==> src/rtl/core/lumi_pkg.sv <==
// Shared types, constants and helpers for the LU matrix inverse block.
package lumi_pkg;

  localparam int ORDER     = 4;
  localparam int FRAC_BITS = 16;

  localparam int IW = $clog2(ORDER);
  localparam int CW = $clog2(ORDER + 1);
  localparam int VW = 48;
  localparam int AW = 3 + 2 * IW;

  localparam logic signed [VW-1:0] VMAX = 48'sh7FFF_FFFF_FFFF;
  localparam logic signed [VW-1:0] VONE = VW'(1) << FRAC_BITS;

  typedef enum logic [2:0] {
    RG_IN,
    RG_L,
    RG_U,
    RG_XU,
    RG_YL
  } region_t;

  typedef enum logic [1:0] {
    INIT_MEM,
    INIT_ZERO,
    INIT_ONE
  } init_t;

  typedef enum logic [1:0] {
    WR_IN,
    WR_ACC,
    WR_ACC_NEG,
    WR_QUO
  } wsel_t;

  typedef enum logic [2:0] {
    FIN_STORE,
    FIN_STORE_NEG,
    FIN_DIV,
    FIN_DIV_NEG,
    FIN_EMIT
  } fin_t;

  typedef enum logic [2:0] {
    PH_FU,
    PH_FL,
    PH_XD,
    PH_XU,
    PH_YD,
    PH_YL,
    PH_PR
  } ph_t;

  typedef enum logic [3:0] {
    ST_LOAD,
    ST_INIT,
    ST_INIT_W,
    ST_MRD,
    ST_MWAIT,
    ST_MBUSY,
    ST_FIN,
    ST_DRD,
    ST_DBUSY,
    ST_STORE,
    ST_EMIT,
    ST_SING
  } st_t;

  typedef struct packed {
    logic          rd_en;
    logic [AW-1:0] addr_a;
    logic [AW-1:0] addr_b;
    logic          acc_load;
    init_t         init_sel;
    logic          mac_start;
    logic          mac_sub;
    logic          div_start;
    logic          div_neg;
    logic          wr_en;
    wsel_t         wr_sel;
    logic [AW-1:0] wr_addr;
    logic          emit;
    logic          emit_sing;
    logic          emit_last;
    logic [1:0]    row;
    logic [1:0]    col;
    logic          clear_sat;
  } cmd_t;

  typedef struct packed {
    logic mac_busy;
    logic div_busy;
    logic pivot_small;
    logic out_full;
  } sts_t;

  function automatic logic [VW-1:0] vmag(logic signed [VW-1:0] v);
    vmag = v[VW-1] ? VW'(-v) : VW'(v);
  endfunction

  function automatic logic [AW-1:0] mk_addr(region_t rg, logic [IW-1:0] r, logic [IW-1:0] c);
    mk_addr = {rg, r, c};
  endfunction

endpackage

==> src/rtl/core/lumi_ctrl.sv <==
// Sequencer: load, factor, triangular inversions and product, as jobs over the datapath.
module lumi_ctrl (
  input  logic           clk,
  input  logic           rst,
  input  logic           in_valid,
  output logic           in_ready,
  input  logic           out_ready,
  input  lumi_pkg::sts_t sts,
  output lumi_pkg::cmd_t cmd
);

  localparam int IW = lumi_pkg::IW;
  localparam int CW = lumi_pkg::CW;
  localparam logic [IW-1:0] N1 = IW'(lumi_pkg::ORDER - 1);

  lumi_pkg::st_t st, st_next;
  lumi_pkg::ph_t ph, ph_next;
  logic [IW-1:0] i, i_next;
  logic [IW-1:0] j, j_next;
  logic [CW-1:0] k, k_next;

  logic [IW-1:0]        kx;
  logic [CW-1:0]        kstart;
  logic [CW-1:0]        kend;
  lumi_pkg::init_t      init_sel;
  lumi_pkg::fin_t       fin;
  logic                 sub;
  logic [lumi_pkg::AW-1:0] init_addr, a_addr, b_addr, piv_addr, st_addr;

  lumi_pkg::ph_t aph;
  logic [IW-1:0] ai;
  logic [IW-1:0] aj;
  logic          adone;
  logic          slot_free;

  always_ff @(posedge clk) begin
    if (rst) begin
      st <= lumi_pkg::ST_LOAD;
      ph <= lumi_pkg::PH_FU;
      i  <= '0;
      j  <= '0;
      k  <= '0;
    end else begin
      st <= st_next;
      ph <= ph_next;
      i  <= i_next;
      j  <= j_next;
      k  <= k_next;
    end
  end

  // per-job decode: loop range, operands, where the result goes
  always_comb begin
    kx        = k[IW-1:0];
    kstart    = '0;
    kend      = '0;
    init_sel  = lumi_pkg::INIT_ZERO;
    fin       = lumi_pkg::FIN_STORE;
    sub       = 1'b0;
    init_addr = lumi_pkg::mk_addr(lumi_pkg::RG_IN, i, j);
    a_addr    = lumi_pkg::mk_addr(lumi_pkg::RG_L, i, kx);
    b_addr    = lumi_pkg::mk_addr(lumi_pkg::RG_U, kx, j);
    piv_addr  = lumi_pkg::mk_addr(lumi_pkg::RG_U, i, i);
    st_addr   = lumi_pkg::mk_addr(lumi_pkg::RG_U, i, j);
    case (ph)
      lumi_pkg::PH_FU: begin
        kend     = CW'(i);
        init_sel = lumi_pkg::INIT_MEM;
        sub      = 1'b1;
      end
      lumi_pkg::PH_FL: begin
        kend      = CW'(i);
        init_sel  = lumi_pkg::INIT_MEM;
        sub       = 1'b1;
        fin       = lumi_pkg::FIN_DIV;
        init_addr = lumi_pkg::mk_addr(lumi_pkg::RG_IN, j, i);
        a_addr    = lumi_pkg::mk_addr(lumi_pkg::RG_L, j, kx);
        b_addr    = lumi_pkg::mk_addr(lumi_pkg::RG_U, kx, i);
        st_addr   = lumi_pkg::mk_addr(lumi_pkg::RG_L, j, i);
      end
      lumi_pkg::PH_XD: begin
        init_sel = lumi_pkg::INIT_ONE;
        fin      = lumi_pkg::FIN_DIV;
        piv_addr = lumi_pkg::mk_addr(lumi_pkg::RG_U, j, j);
        st_addr  = lumi_pkg::mk_addr(lumi_pkg::RG_XU, j, j);
      end
      lumi_pkg::PH_XU: begin
        kstart  = CW'(i) + CW'(1);
        kend    = CW'(j) + CW'(1);
        fin     = lumi_pkg::FIN_DIV_NEG;
        a_addr  = lumi_pkg::mk_addr(lumi_pkg::RG_U, i, kx);
        b_addr  = lumi_pkg::mk_addr(lumi_pkg::RG_XU, kx, j);
        st_addr = lumi_pkg::mk_addr(lumi_pkg::RG_XU, i, j);
      end
      lumi_pkg::PH_YD: begin
        init_sel = lumi_pkg::INIT_ONE;
        st_addr  = lumi_pkg::mk_addr(lumi_pkg::RG_YL, j, j);
      end
      lumi_pkg::PH_YL: begin
        kstart  = CW'(j);
        kend    = CW'(i);
        fin     = lumi_pkg::FIN_STORE_NEG;
        b_addr  = lumi_pkg::mk_addr(lumi_pkg::RG_YL, kx, j);
        st_addr = lumi_pkg::mk_addr(lumi_pkg::RG_YL, i, j);
      end
      lumi_pkg::PH_PR: begin
        // terms below the diagonals of either factor are zero: skip them
        kstart = (i > j) ? CW'(i) : CW'(j);
        kend   = CW'(lumi_pkg::ORDER);
        fin    = lumi_pkg::FIN_EMIT;
        a_addr = lumi_pkg::mk_addr(lumi_pkg::RG_XU, i, kx);
        b_addr = lumi_pkg::mk_addr(lumi_pkg::RG_YL, kx, j);
      end
      default: ;
    endcase
  end

  // next job after the current one
  always_comb begin
    aph   = ph;
    ai    = i;
    aj    = j;
    adone = 1'b0;
    case (ph)
      lumi_pkg::PH_FU: begin
        if (j == N1) begin
          if (i == N1) begin
            aph = lumi_pkg::PH_XD;
            aj  = '0;
          end else begin
            aph = lumi_pkg::PH_FL;
            aj  = i + IW'(1);
          end
        end else begin
          aj = j + IW'(1);
        end
      end
      lumi_pkg::PH_FL: begin
        if (j == N1) begin
          aph = lumi_pkg::PH_FU;
          ai  = i + IW'(1);
          aj  = i + IW'(1);
        end else begin
          aj = j + IW'(1);
        end
      end
      lumi_pkg::PH_XD: begin
        if (j == '0) begin
          aj = j + IW'(1);
        end else begin
          aph = lumi_pkg::PH_XU;
          ai  = j - IW'(1);
        end
      end
      lumi_pkg::PH_XU: begin
        if (i == '0) begin
          if (j == N1) begin
            aph = lumi_pkg::PH_YD;
            aj  = '0;
          end else begin
            aph = lumi_pkg::PH_XD;
            aj  = j + IW'(1);
          end
        end else begin
          ai = i - IW'(1);
        end
      end
      lumi_pkg::PH_YD: begin
        if (j == N1) begin
          aph = lumi_pkg::PH_PR;
          ai  = '0;
          aj  = '0;
        end else begin
          aph = lumi_pkg::PH_YL;
          ai  = j + IW'(1);
        end
      end
      lumi_pkg::PH_YL: begin
        if (i == N1) begin
          aph = lumi_pkg::PH_YD;
          aj  = j + IW'(1);
        end else begin
          ai = i + IW'(1);
        end
      end
      lumi_pkg::PH_PR: begin
        if (j == N1) begin
          aj = '0;
          if (i == N1) begin
            adone = 1'b1;
            ai    = '0;
          end else begin
            ai = i + IW'(1);
          end
        end else begin
          aj = j + IW'(1);
        end
      end
      default: ;
    endcase
  end

  always_comb begin
    st_next   = st;
    ph_next   = ph;
    i_next    = i;
    j_next    = j;
    k_next    = k;
    cmd       = '0;
    in_ready  = 1'b0;
    slot_free = !sts.out_full || out_ready;
    case (st)
      lumi_pkg::ST_LOAD: begin
        in_ready = 1'b1;
        if (in_valid) begin
          cmd.wr_en   = 1'b1;
          cmd.wr_sel  = lumi_pkg::WR_IN;
          cmd.wr_addr = lumi_pkg::mk_addr(lumi_pkg::RG_IN, i, j);
          if (j == N1) begin
            j_next = '0;
            if (i == N1) begin
              i_next        = '0;
              ph_next       = lumi_pkg::PH_FU;
              cmd.clear_sat = 1'b1;
              st_next       = lumi_pkg::ST_INIT;
            end else begin
              i_next = i + IW'(1);
            end
          end else begin
            j_next = j + IW'(1);
          end
        end
      end
      lumi_pkg::ST_INIT: begin
        cmd.rd_en  = 1'b1;
        cmd.addr_a = init_addr;
        k_next     = kstart;
        st_next    = lumi_pkg::ST_INIT_W;
      end
      lumi_pkg::ST_INIT_W: begin
        cmd.acc_load = 1'b1;
        cmd.init_sel = init_sel;
        st_next      = (k == kend) ? lumi_pkg::ST_FIN : lumi_pkg::ST_MRD;
      end
      lumi_pkg::ST_MRD: begin
        cmd.rd_en  = 1'b1;
        cmd.addr_a = a_addr;
        cmd.addr_b = b_addr;
        st_next    = lumi_pkg::ST_MWAIT;
      end
      lumi_pkg::ST_MWAIT: begin
        cmd.mac_start = 1'b1;
        cmd.mac_sub   = sub;
        st_next       = lumi_pkg::ST_MBUSY;
      end
      lumi_pkg::ST_MBUSY: begin
        if (!sts.mac_busy) begin
          k_next  = k + CW'(1);
          st_next = (k + CW'(1) == kend) ? lumi_pkg::ST_FIN : lumi_pkg::ST_MRD;
        end
      end
      lumi_pkg::ST_FIN: begin
        case (fin)
          lumi_pkg::FIN_DIV, lumi_pkg::FIN_DIV_NEG: begin
            cmd.rd_en  = 1'b1;
            cmd.addr_b = piv_addr;
            st_next    = lumi_pkg::ST_DRD;
          end
          lumi_pkg::FIN_EMIT: st_next = lumi_pkg::ST_EMIT;
          default:            st_next = lumi_pkg::ST_STORE;
        endcase
      end
      lumi_pkg::ST_DRD: begin
        cmd.div_start = 1'b1;
        cmd.div_neg   = (fin == lumi_pkg::FIN_DIV_NEG);
        st_next       = lumi_pkg::ST_DBUSY;
      end
      lumi_pkg::ST_DBUSY: begin
        if (!sts.div_busy) begin
          st_next = lumi_pkg::ST_STORE;
        end
      end
      lumi_pkg::ST_STORE: begin
        cmd.wr_en   = 1'b1;
        cmd.wr_addr = st_addr;
        case (fin)
          lumi_pkg::FIN_STORE:     cmd.wr_sel = lumi_pkg::WR_ACC;
          lumi_pkg::FIN_STORE_NEG: cmd.wr_sel = lumi_pkg::WR_ACC_NEG;
          default:                 cmd.wr_sel = lumi_pkg::WR_QUO;
        endcase
        if (ph == lumi_pkg::PH_FU && i == j && sts.pivot_small) begin
          st_next = lumi_pkg::ST_SING;
        end else begin
          ph_next = aph;
          i_next  = ai;
          j_next  = aj;
          st_next = lumi_pkg::ST_INIT;
        end
      end
      lumi_pkg::ST_EMIT: begin
        if (slot_free) begin
          cmd.emit      = 1'b1;
          cmd.emit_last = adone;
          cmd.row       = 2'(i);
          cmd.col       = 2'(j);
          ph_next       = aph;
          i_next        = ai;
          j_next        = aj;
          st_next       = adone ? lumi_pkg::ST_LOAD : lumi_pkg::ST_INIT;
        end
      end
      lumi_pkg::ST_SING: begin
        if (slot_free) begin
          cmd.emit      = 1'b1;
          cmd.emit_sing = 1'b1;
          cmd.emit_last = 1'b1;
          i_next        = '0;
          j_next        = '0;
          st_next       = lumi_pkg::ST_LOAD;
        end
      end
      default: st_next = lumi_pkg::ST_LOAD;
    endcase
  end

endmodule

==> config.mk <==
export PLATFORM = sky130hd
export DESIGN_NAME = lumi_ctrl
export DESIGN_NICKNAME = d
export VERILOG_FILES = /design/src/rtl/core/lumi_pkg.sv /design/src/rtl/core/lumi_ctrl.sv
export SDC_FILE = /design/constraint.sdc
export NUM_CORES = 1
export LEC_CHECK = 0
export BUFFER_PORTS_ARGS = -buffer_cell sky130_fd_sc_hd__buf_2
export CAP_MARGIN = 20
export CELL_PAD_IN_SITES_DETAIL_PLACEMENT = 0
export CELL_PAD_IN_SITES_GLOBAL_PLACEMENT = 1
export CORE_ASPECT_RATIO = 0.8
export CORE_UTILIZATION = 34
export CTS_CLUSTER_DIAMETER = 50
export DETAILED_ROUTE_END_ITERATION = 8
export GPL_TIMING_DRIVEN = 0
export HOLD_SLACK_MARGIN = 0.05
export PLACE_DENSITY = 0.75
export SLEW_MARGIN = 20
export SYNTH_ARGS = -nofsm -noshare
export SYNTH_HDL_FRONTEND = slang
export SYNTH_SLANG_ARGS = --single-unit
==> constraint.sdc <==
create_clock -name clk -period 2.2 [get_ports clk]
set_clock_uncertainty 0.2 [all_clocks]
set_input_delay 0.44 -clock clk [delete_from_list [all_inputs] [get_ports clk]]
set_output_delay 0.44 -clock clk [all_outputs]
set_load 0.02 [all_outputs]
## Word level (Yosys, flattened, before mapping)

Index checks and enable logic that the tools add are counted.

| operators by class | value |
|---|---|
| eq/ne operators | 34 |
| $lt $le $gt $ge | 1 |
| add/subtract/negate cells | 7 |
| multiplexer cells | 89 |
| reduce and logical (&&, ||, !) cells | 23 |

Operators with widths:

| kind | number |
|---|---|
| $mux W2 | 25 |
| $mux W3 | 16 |
| $pmux W4 S12 | 1 |
| $mux W4 | 11 |
| $pmux W7 S5 | 1 |
| $pmux W7 S2 | 2 |
| $pmux W3 S3 | 3 |
| $pmux W7 S3 | 1 |
| $pmux W10 S2 | 1 |
| $pmux W3 S6 | 1 |
| $pmux W6 S3 | 1 |
| $eq A4 B3 Y1 const B | 4 |
| $eq A4 B4 Y1 const B | 4 |
| $ne A2 B2 Y1 const B | 8 |
| $pmux W2 S4 | 2 |
| $pmux W2 S7 | 1 |
| $eq A3 B2 Y1 const B | 4 |
| $eq A3 B3 Y1 const B | 4 |
| $pmux W2 S6 | 1 |
| $pmux W3 S4 | 1 |
| $reduce_or A2 Y1 | 6 |
| $mux W1 | 11 |
| $mux W10 | 1 |
| $eq A4 B2 Y1 const B | 2 |
| 30 further kinds | 42 |

| storage, ports and cells | value |
|---|---|
| input port bits | 8 |
| word-level logic and storage cells | 159 |
| output and inout bits | 41 |
| bits in registers | 14 |

## Longest topological paths before layout

Gate-level depths: netlist of run 1.

| depth | value |
|---|---|
| depth after elaboration | 7 |
| depth in mapped cells | 9 |
| mapped depth without buffers | 8 |

## Worst setup path before layout of run 1

OpenSTA, ideal clock, no wires.

| timing path | value |
|---|---|
| path kind | register to output |
| start | register st[2] |
| end | output port cmd[5] in the netlist's numbering |
| arrival | 2.011 ns |
| cell stages (with the launch flop) | 6 |
| buffers on the path | 2 |
| data required time | 1.560 ns |
| slack | -0.451 ns |
| cells stage by stage | dfxtp_1 buf_2 nand2b_1 clkbuf_1 nor3b_1 a21boi_0 |

RTL lines:

| item | line | text |
|---|---|---|
| start, declared | lumi_ctrl.sv:16 | `lumi_pkg::st_t st, st_next;` |
| start signal, assigned | lumi_ctrl.sv:38 | `st <= lumi_pkg::ST_LOAD;` |
| start signal, assigned | lumi_ctrl.sv:44 | `st <= st_next;` |
| end, declared | lumi_ctrl.sv:9 | `output lumi_pkg::cmd_t cmd` |

==> metrics.csv, run 1 <==
metric,value,unit
status,"complete, but fails checks",
failing_checks,setup timing,
global_route.usage.met1,40.3,%
number_of_remaining_drc_errors,0,
critical_path.max_fanout,7,
dp.final_hpwl,6.44,mm
final.fill_count,460,
hp-class,in2reg,
total_leakage_power,1.55,nW
maxSlewHeadroom,53.0,%
routabilityCongestion,0.984,
mapped_nets,347,
yosys_most_used_dff,dfxtp_1,
final_min_period_over_clock_period,115,%
unrepaired_setup_endpoints_after_global_routing,true,
fmax,395,MHz
overall_routed_net_length,10.9,mm
number_of_flops_mapped_to_enable_cells_by_yosys,0,
design.final.nets,448,
final_antenna_net_count,0,
p_per_area,536,mW/mm^2
synth_top_cells_by_area,"dfxtp_1 (13%), nor2_1 (7.5%), a21oi_1 (7.4%)",
gr-total-overflow,0,
synthDominantAreaCellType,dfxtp_1,
synth.avg_cell_area,6.37,sq um
ys_warn_count,0,
pin_count_of_the_biggest_net_entering_global_routing,11,
finalCriticalPeriod,2.53,ns
drt-initial-drc-count,497,
hold-path-endpoint,st[2],
layout_common_cells,"buf_4 (58), buf_6 (33), nor2_1 (33)",
max_cap_viol_count,0,
clkLatencyLatePin,0.26,ns
ff2ff_path_depth,9,
tritoncts,built,
final_hold_viol_count,0,
clock-root-buffer,clkbuf_8,
route.detailed.vias_per_inst,6.36,
die_area,0.00653,sq mm
antenna_found_initial,0,
asyncSetResetFlopFracSynth,0,%
start_util,35.5,%
synthesis.area,0.00211,sq mm
wire_per_inst,21.3,microns
utilization,67.3,%
timing.critical_path.arrival,1.89,ns
rr_startpoint,i[1],
number_of_global_route_vias_before_repair,2793,
syn2layout_area_growth,89.7,%
drv_slew,0,
firstDrtPassIters,6,
layout_commonest_cell,buf_4,
die_w,90.1,microns
regToRegEndpoint,j[1],
number_of_h_tree_levels,1,
timing.final.ws_setup,-0.329,ns
number_of_buffers_on_the_longest_clock_path,2,
gate_count_of_the_mapped_netlist,331,
grt_pass1_wl,15.0,mm
detailed_place.area,0.00254,sq mm
worst_slew_pin_slew,0.705,ns
grt_util_met3,6.18,%
final_layout_size_suffix_gt1_share,54.9,%
groute.usage.overall,29.1,%
critPathKind,reg2out,
row_count,25,
portBuffers,46,
hold_depth,3,
die_h,72.5,microns
hold_path_startpoint,sts[3],
worst_setup_path_start_kind,flop,
yosysSeqAreaShare,13.3,%
timing.final.setup_violations,41,
total_via_count_in_the_routed_design,3248,
irDropWorstVdd,0.000266,V
cp_data_required_time,1.56,ns
cts_buffers,3,
rrSetupSlack,-0.21,ns
clock_sinks,14,
critPathLaunch,st[3],
ys_ff_latch,14,
ant_diodes,0,
yosysTopAreaCellShare,13.3,%
timing.setup.tns,-5.92,ns
num_io_pins,49,
clkSlewWorstSetupHoldPaths,0.07,ns
place_worst_setup_slack,-0.544,ns
yosys.cell_types.count,56,
busiest_grt_layer,met2,
setup.worst_path.end_class,primary output,
stdcell_area,0.00400,sq mm
floorplan.core_area,0.00594,sq mm
use_met2,43.9,%
flip-flops by register name, summed over array words and instances (netlist names):
| name | flops |
|---|---|
| j | 2 |
| st | 4 |
| ph | 3 |
| k | 3 |
| i | 2 |
worst max-delay path: stages (launching register included):
cell      delay (ns)
dfxtp_2         0.38
nand2b_4        0.17
or4_4           0.60
o22ai_4         0.19
a22o_1          0.17
buf_6           0.12
synth_stat cells (4+ instances only):
cell,instances
mux2i_1,4
nand2_1,36
nor2b_1,10
xor2_1,5
clkbuf_1,19
a211oi_1,11
ha_1,8
nor4_1,5
nand2b_1,9
buf_2,7
o21ai_0,26
nor3_1,13
nor2_1,42
a21oi_1,31
inv_1,14
o32ai_1,4
dfxtp_1,14
a22o_1,4
nor3b_1,4
area by class of cell:
| type | count | area (sq um) | share of cell area, % |
|---|---|---|---|
| flip-flops and latches | 14 | 303 | 7.57 |
| plain buffers | 25 | 305 | 7.63 |
| inverters | 16 | 98.8 | 2.47 |
| multi-input cells | 273 | 2300 | 57.6 |
| repair buffers | 99 | 848 | 21.2 |
| clock buffers | 3 | 41.3 | 1.03 |
| well taps | 81 | 101 | 2.53 |
per-layer routing:
layer | wire length (microns) | up-vias
li1 | - | 1414
met1 | 4320 | 1523
met2 | 4740 | 249
met3 | 1270 | 62
met4 | 552 | 0
met5 | 0 | -
per-stage QoR:
| stage | total power, mW | std cells | hold WS, ns |
|---|---|---|---|
| 6_report | 2.15 | 511 | 0.312 |
| 4_1_cts | 1.82 | 493 | 0.343 |
| 5_1_grt | 2.23 | 511 | 0.334 |
| 2_1_floorplan | 0.980 | 331 | 0.314 |
| 3_5_place_dp | 1.20 | 458 | 0.347 |
| 3_3_place_gp | 1.21 | 458 | 0.337 |
power by group:
| part | internal (mW) | switching (mW) | leakage (nW) | total (mW) |
|---|---|---|---|---|
| clock network | 0.122 | 0.105 | 0.0216 | 0.227 |
| registers | 0.298 | 0.0480 | 0.119 | 0.346 |
| logic | 0.704 | 0.870 | 1.41 | 1.57 |
| total | 1.12 | 1.02 | 1.55 | 2.15 |
repair_timing:
item                                    4_1_cts  5_1_grt
pin swaps                                    26       27
resized for setup                           172       88
hold buffers                                  0        0
buffers inserted                             33       20
cloned                                        1        0
endpoints found under the setup margin       50       50
worst max-delay path by stage:
| stage | depth (start not counted) | to | slack [ns] |
|---|---|---|---|
| floorplan | 5 | cmd[5] | -0.07 |
| global placement | 8 | ph[2] | -0.61 |
| detailed placement | 9 | ph[2] | -0.54 |
| CTS | 7 | cmd[25] | -0.32 |
| global route | 6 | cmd[25] | -0.36 |
| finish | 5 | cmd[25] | -0.33 |
cell families (layout without fill, tap and decap cells):
group / Yosys count / count (layout) / share of synthesized area (%)
AND/OR/NAND/NOR: 135 / 136 / 30.6
AO/OA/AOI/OAI: 116 / 116 / 37.0
buffers and inverters: 45 / 143 / 8.96
flip-flops: 14 / 14 / 13.3
adder cells (fa/ha/maj): 8 / 8 / 4.75
XOR/XNOR: 8 / 8 / 3.32
multiplexers: 4 / 4 / 1.90
other: 1 / 1 / 0.178
Note: power is estimated with default switching activity, not from simulation.
==> run 2, diff against run 1 <==
--- a/config.mk
+++ b/config.mk
@@ -16,6 +16,7 @@
 export GPL_TIMING_DRIVEN = 0
 export HOLD_SLACK_MARGIN = 0.05
 export PLACE_DENSITY = 0.75
+export REMOVE_ABC_BUFFERS = 1
 export SLEW_MARGIN = 20
 export SYNTH_ARGS = -nofsm -noshare
 export SYNTH_HDL_FRONTEND = slang
==> metrics.csv, run 2 (synthesis gave the netlist of run 1 again) <==
metric,value,unit
critPathKind,reg2out,
timing.final.ws_setup,-0.206,ns
layout_commonest_cell,buf_4,
clock_sinks,14,
unrepaired_setup_endpoints_after_global_routing,true,
placedCellCount,430,
fmax,416,MHz
cp_data_required_time,1.56,ns
antenna_found_initial,0,
final_hold_viol_count,0,
die_w,90.1,microns
regMostFlops,st,
tritoncts,built,
die_area,0.00653,sq mm
final_min_period_over_clock_period,109,%
worst_setup_path_start_kind,flop,
setup.worst_path.end_class,primary output,
timing.setup.tns,-2.41,ns
finalCriticalPeriod,2.41,ns
syn2layout_area_growth,72.9,%
hold_buffers,0,
drv_slew,0,
pin_count_of_the_biggest_net_entering_global_routing,20,
layoutNonFillerInstCount,510,
reg_top3,"st: 4 flops, k: 3 flops, ph: 3 flops",
number_of_global_route_vias_before_repair,2704,
floorplan.core_area,0.00594,sq mm
gr-total-overflow,0,
row_count,25,
num_io_pins,49,
status,"complete, but fails checks",
stdcell_area,0.00365,sq mm
groute.usage.overall,28.0,%
overall_routed_net_length,10.0,mm
cts_buffers,3,
detailed_place.area,0.00232,sq mm
hp-class,reg2reg,
layout_common_cells,"buf_4 (79), nor2_1 (34), nand2_1 (26), a21oi_1 (26), buf_2 (26)",
irDropWorstVdd,0.000232,V
number_of_remaining_drc_errors,0,
total_leakage_power,1.48,nW
drt-initial-drc-count,381,
finalPower,1.99,mW
max_stage_delay,0.58,ns
wire_per_inst,19.7,microns
routabilityCongestion,0.862,
path_cells,nor2_4 > or4_4 > o22ai_2 > a22o_1 > buf_6,
p_per_area,544,mW/mm^2
ant_diodes,0,
grt_pass1_wl,14.4,mm
total_via_count_in_the_routed_design,3114,
final_layout_size_suffix_gt1_share,51.7,%
fin_worst_hold_slack,0.345,ns
critical_path.max_fanout,6,
clock-root-buffer,clkbuf_8,
clkSlewWorstSetupHoldPaths,0.06,ns
number_of_buffers_on_the_longest_clock_path,2,
critical_path.slowest_cell,or4_4,
number_of_h_tree_levels,1,
critical_path.top_delay_family,simple AND/OR/NAND/NOR gates,
start_util,35.5,%
design.final.nets,447,
timing.final.setup_violations,20,
dp.final_hpwl,5.58,mm
route.detailed.vias_per_inst,6.11,
clkLatencyLatePin,0.25,ns
final_antenna_net_count,0,
failing_checks,setup timing,
timing.critical_path.arrival,1.77,ns
portBuffers,47,
max_cap_viol_count,0,
firstDrtPassIters,5,
crit_buf_inv,1,
die_h,72.5,microns
largest_register_ffs,4,
## run 2: what timing repair did
item | 4_1_cts | 5_1_grt
pin swaps | 16 | 20
resized for setup | 121 | 69
endpoints found under the hold margin | 0 | 0
setup buffers | 52 | 25
setup endpoints to repair | 53 | 41
## run 2: per-layer routing
| metal | track usage [%] | share of wire (%) |
|---|---|---|
| met3 | 6.81 | 12 |
| met2 | 42.7 | 43 |
| met1 | 38.2 | 41 |
| met5 | 0 | 0 |
| met4 | 10.4 | 4.0 |
## run 2: worst register-to-register path, delay by kind of cell, from the launching register on
family | cells | cell delay [ns]
and+or+nand+nor | 3 | 0.61
AOI/OAI and AO/OA | 2 | 0.40
DFF | 1 | 0.39
buffers and inverters | 2 | 0.30
adders and majority gates | 1 | 0.30
## run 2: worst paths after layout
check,startpoint,endpoint,slack [ns],cells past startpoint
setup / recovery,ph[1],cmd[26],-0.21,5
hold / removal,k[2],k[2],0.34,2
setup reg to reg,i[1],j[1],-0.08,8
hold reg to reg,k[2],k[2],0.34,2
## run 2: final cells by class
type                       instances  area, sq um
timing repair buffer             124          963
fill                             484         2300
tap                               81          101
inverter                          16         90.1
clock buffer                       3         41.3
multi-input combinational        272         2130
sequential                        14          322
## run 2: stage by stage
stage          setup WS, ns  util (%)
5_1_grt              -0.245      61.4
3_5_place_dp          -1.16      39.0
2_1_floorplan        -0.626         -
6_report             -0.206      61.4
4_1_cts              -0.169      53.3
3_3_place_gp          -1.16      39.0
## run 2: power breakdown
group | internal (mW) | switching, mW
Clock | 0.121 | 0.100
Combinational | 0.647 | 0.746
Sequential | 0.295 | 0.0755
